## config.mk

```make
export PLATFORM = sky130hd
export DESIGN_NAME = rau_ctrl
export DESIGN_NICKNAME = d
export VERILOG_FILES = /design/src/sv/rau_pkg.sv /design/src/sv/rau_ctrl.sv
export SDC_FILE = /design/constraint.sdc
export NUM_CORES = 1
export LEC_CHECK = 0
export BUFFER_PORTS_ARGS = -buffer_cell sky130_fd_sc_hd__buf_4
export CAP_MARGIN = 10
export CELL_PAD_IN_SITES_DETAIL_PLACEMENT = 0
export CELL_PAD_IN_SITES_GLOBAL_PLACEMENT = 1
export CORE_MARGIN = 2
export CORE_UTILIZATION = 29
export CTS_CLUSTER_SIZE = 20
export DETAILED_ROUTE_END_ITERATION = 8
export PLACE_DENSITY = 0.78
export REMOVE_ABC_BUFFERS = 1
export SETUP_SLACK_MARGIN = 0.02
export SKIP_CTS_REPAIR_TIMING = 1
export SLEW_MARGIN = 20
export SYNTH_ARGS = -nofsm -noshare
export SYNTH_HDL_FRONTEND = slang
export SYNTH_SLANG_ARGS = --single-unit
```

## constraint.sdc

```tcl
create_clock -name clk -period 3.6 [get_ports clk]
set_input_delay 0.36 -clock clk [delete_from_list [all_inputs] [get_ports clk]]
set_output_delay 0.36 -clock clk [all_outputs]
set_load 0.005 [all_outputs]
```

## src/sv/rau_pkg.sv

```systemverilog
// Package for the rational arithmetic unit: word types, opcodes, status codes,
// controller states and the command and status bundles between control and datapath.
// Depends on nothing.
`default_nettype none
package rau_pkg;
	typedef struct packed {
		logic [2:0]         kind;
		logic signed [31:0] a_num;
		logic signed [31:0] a_den;
		logic signed [31:0] b_num;
		logic [30:0]        b_den;
	} in_word_t;

	typedef struct packed {
		logic signed [31:0] res_num;
		logic [30:0]        res_den;
		logic [1:0]         status;
	} out_word_t;

	localparam logic [2:0] KIND_ADD = 3'd0;
	localparam logic [2:0] KIND_SUB = 3'd1;
	localparam logic [2:0] KIND_MUL = 3'd2;
	localparam logic [2:0] KIND_DIV = 3'd3;

	localparam logic [1:0] ST_OK       = 2'd0;
	localparam logic [1:0] ST_ZERO_DEN = 2'd1;
	localparam logic [1:0] ST_OVERFLOW = 2'd2;

	typedef enum logic [3:0] {
		S_IDLE,
		S_MUL_NUM,
		S_MUL_CROSS,
		S_ADD,
		S_MUL_DEN,
		S_CHECK,
		S_GCD,
		S_GCD_FIN,
		S_DIV_N,
		S_DIV_SW,
		S_DIV_D,
		S_DONE
	} state_t;

	typedef struct packed {
		logic load;
		logic mul_num;
		logic mul_cross;
		logic add_cross;
		logic mul_den;
		logic check;
		logic gcd_step;
		logic gcd_fin;
		logic div_ld_d;
		logic div_step;
		logic out_load;
	} cmd_t;

	typedef struct packed {
		logic is_addsub;
		logic den_zero;
		logic num_zero;
		logic gcd_done;
		logic div_last;
	} sts_t;
endpackage
`default_nettype wire

```

## src/sv/rau_ctrl.sv

```systemverilog
// Controller state machine of the rational arithmetic unit.
// Depends on rau_pkg; drives the datapath rau_dp through cmd_t and reads sts_t.
`default_nettype none
module rau_ctrl (
	input  wire logic          clk,
	input  wire logic          arst_n,
	input  wire logic          in_valid,
	output logic               in_stall,
	output logic               out_valid,
	input  wire logic          out_stall,
	output rau_pkg::cmd_t      cmd,
	input  wire rau_pkg::sts_t sts
);
	import rau_pkg::*;

	state_t state_q, state_nxt;
	logic   out_valid_q;

	always_ff @(posedge clk or negedge arst_n) begin
		if (!arst_n) begin
			state_q     <= S_IDLE;
			out_valid_q <= 1'b0;
		end else begin
			state_q <= state_nxt;
			if (cmd.out_load) begin
				out_valid_q <= 1'b1;
			end else if (!out_stall) begin
				out_valid_q <= 1'b0;
			end
		end
	end

	always_comb begin
		state_nxt = state_q;
		unique case (state_q)
			S_IDLE:      if (in_valid) state_nxt = S_MUL_NUM;
			S_MUL_NUM:   state_nxt = sts.is_addsub ? S_MUL_CROSS : S_MUL_DEN;
			S_MUL_CROSS: state_nxt = S_ADD;
			S_ADD:       state_nxt = S_MUL_DEN;
			S_MUL_DEN:   state_nxt = S_CHECK;
			S_CHECK:     state_nxt = (sts.den_zero || sts.num_zero) ? S_DONE : S_GCD;
			S_GCD:       if (sts.gcd_done) state_nxt = S_GCD_FIN;
			S_GCD_FIN:   state_nxt = S_DIV_N;
			S_DIV_N:     if (sts.div_last) state_nxt = S_DIV_SW;
			S_DIV_SW:    state_nxt = S_DIV_D;
			S_DIV_D:     if (sts.div_last) state_nxt = S_DONE;
			S_DONE:      if (!out_valid_q || !out_stall) state_nxt = S_IDLE;
			default:     state_nxt = S_IDLE;
		endcase
	end

	always_comb begin
		cmd = '0;
		unique case (state_q)
			S_IDLE:      cmd.load = in_valid;
			S_MUL_NUM:   cmd.mul_num = 1'b1;
			S_MUL_CROSS: cmd.mul_cross = 1'b1;
			S_ADD:       cmd.add_cross = 1'b1;
			S_MUL_DEN:   cmd.mul_den = 1'b1;
			S_CHECK:     cmd.check = 1'b1;
			S_GCD:       cmd.gcd_step = 1'b1;
			S_GCD_FIN:   cmd.gcd_fin = 1'b1;
			S_DIV_N:     cmd.div_step = 1'b1;
			S_DIV_SW:    cmd.div_ld_d = 1'b1;
			S_DIV_D:     cmd.div_step = 1'b1;
			S_DONE:      cmd.out_load = !out_valid_q || !out_stall;
			default:     cmd = '0;
		endcase
	end

	assign in_stall  = (state_q != S_IDLE);
	assign out_valid = out_valid_q;
endmodule
`default_nettype wire

```

==> impl_metrics.csv <==
group,metric,value,unit
cells_and_area,diodes,0,
floorplanning,num_rows,13,
power_and_ir_drop,p_int,0.264,mW
power_and_ir_drop,p_clk_frac,0.139,
timing,fmax,531,MHz
setup_path,cp_max_fo,12,
power_and_ir_drop,switching_share,0.420,
timing,skew,0.00785,ns
route,avgViaCountPerCell,5.10,
synth,synth_cell_types,22,
timing,timing.final.crit_share,0.523,
power_and_ir_drop,vdd_ir_drop_max,0.000306,V
route,drc,0,
clock_tree,cts_tree,"yes",
setup_path,crit_path_cell_trace,"or4_4 > nor2_1 > buf_4",
synth,async_reset_ff_frac,1.00,
clock_tree,clk_latency,0.24,ns
route,drtPass1Iterations,2,
setup_path,critical_path.slowest_cell,"or4_4",
run_status,status,"completed",
global_route,grt_max_degree,14,
route,ant_nets,0,
cells_and_area,final_cell_mix,"21 x buf_4, 6 x nand2_1, 6 x nor2_1",
synth,synth.avg_cell_area,7.92,um2
synth,yosys_warnings,0,
synth,synth_area,380,um2
clock_tree,cts_root_buffer,"clkbuf_4",
cells_and_area,layout.nets,81,
route,wl_per_cell,11.7,um
synth,ys_seq_area_frac,0.329,
route,vias,439,
cells_and_area,fin_util,0.459,
floorplanning,die_y,40.2,um
place,gp_congestion,0.724,
floorplanning,ios,22,
global_route,antenna_found_initial,0,
power_and_ir_drop,p_leak,0.300,nW
cells_and_area,seqCellArea,125,um2
cells_and_area,nFillCells,138,
clock_tree,cts_buffers,3,
clock_tree,cts-htree-levels,1,
synth,ys.flop_type,"dfrtp_1",
timing,rsz0062_at_grt,"no",
setup_path,cp-start-kind,"flip-flop",
global_route,grt_pass1_vias,381,
setup_path,cp.arrival,1.52,ns
cells_and_area,area_delta_synth_final,53.0,%
floorplanning,dieWidth,40.2,um
worst_hold_path,hp-class,"in2reg",
timing,worst_slew_pin_slew,0.375,ns
timing,setup-tns-final,0,ns
global_route,track_usage,0.143,
route,drt_iter0_drc,2,
global_route,use_met3,0.0722,
global_route,use_met1,0.169,
global_route,grt_pass1_wl,1550,um
place,numPortBuffers,21,
timing,final_max_slew_viol_count,0,
global_route,overflow,0,
timing,hold_viol,0,
cells_and_area,multi_input_area,229,um2
floorplanning,coreArea,1270,um2
power_and_ir_drop,powerDensity,782,nW/um2
setup_path,required,3.24,ns
cells_and_area,drive_gt1_frac,0.380,
clock_tree,clock-sinks,5,
timing,setup_viol,0,
synth,synth-edff-count,0,
power_and_ir_drop,comb_power_share,0.554,
route,drt_wl_total,1000,um
timing,hold_slack,0.386,ns
synth,yosys_register_bits,5,
job,cap_violations,0,
place,dp_hpwl,781,um
floorplanning,initial_core_util,0.300,
global_route,globalRoute.busiestLayer,"met2",
cells_and_area,layout_commonest_cell,"buf_4",
clock_tree,clkTransAtPathRegs,0.05,ns
setup_path,end_kind,"output port",
power_and_ir_drop,p_seq_frac,0.307,
synth,syn_inst,48,
power_and_ir_drop,power.switching,0.191,mW
timing,relSlewSlack,0.750,
setup_path,cp_slowest_stage_delay,0.58,ns
setup_path,crit_type,"reg2out",
timing,layout_min_cycle_time,1.88,ns
clock_tree,cts_buffer_depth,2,
floorplanning,die_area,1620,um2
global_route,use_met2,0.230,
## through the flow
| stage | instances | setup slack (ns) | power (mW) | cell area, um2 |
|---|---|---|---|---|
| 2_1_floorplan | 45 | 1.84 | 0.284 | 369 |
| 3_3_place_gp | 81 | 1.81 | 0.392 | 546 |
| 3_5_place_dp | 81 | 1.78 | 0.394 | 546 |
| 4_1_cts | 85 | 1.71 | 0.460 | 572 |
| 5_1_grt | 86 | 1.62 | 0.502 | 582 |
| 6_report | 86 | 1.72 | 0.455 | 582 |
## cell type report
type,count,share of cell area
clock buffers,4,0.0452
inverters,4,0.0258
multi-input cells,36,0.394
flip-flops and latches,5,0.215
well taps,15,0.0323
repair buffers,22,0.288
## kinds of logic after synthesis
family	synth area share
mux	0.0658
simple gates	0.257
buf+inv	0.0691
compound gates	0.280
flops	0.329
## cell usage after synthesis (2+ instances only)
library cell,n,area (um2)
nor2_1,6,22.5
dfrtp_1,5,125
nand2b_1,2,12.5
inv_1,4,15.0
a21oi_1,2,10.0
nor3_1,4,20.0
clkbuf_1,2,7.51
o22ai_1,3,18.8
nand2_1,6,22.5
o31ai_1,2,15.0
## power groups by stage
stage	Sequential, mW	Clock, mW	Combinational, mW
after floorplan	0.125	0	0.159
after global placement	0.138	0	0.254
after detailed placement	0.140	0	0.254
after CTS	0.139	0.0665	0.255
after global routing	0.150	0.0727	0.280
final	0.140	0.0632	0.252
## flip-flops by register name, indices dropped and copies added, names as in the netlist
register and count:
out_valid 1, state_q 4
## path summary, 6_finish.rpt
| check | from | end | slack, ns | depth (start not counted) |
|---|---|---|---|---|
| setup / recovery | state_q[0] | cmd[10] | 1.72 | 3 |
| hold / removal | out_stall | out_valid | 0.39 | 3 |
| setup reg to reg | state_q[0] | state_q[3] | 1.77 | 4 |
| hold reg to reg | out_valid | out_valid | 0.55 | 2 |
| max in group asynchronous | arst_n | state_q[2] | 3.02 | 2 |
| min in group asynchronous | arst_n | state_q[1] | 0.46 | 2 |
## layer usage
metal / vias up / wire (um) / share of wire
met2: 14 / 468 / 0.47
met3: 0 / 71 / 0.071
li1: 221 / - / -
met4: 0 / 0 / 0
met1: 204 / 464 / 0.46
met5: - / 0 / 0
## worst max-delay path, delay by kind of cell (launching register included)
kind	cells	cell delay, ns
simple gates	2	0.68
flops	1	0.50
buf+inv	1	0.11
Power figures use the tool's default switching activity.
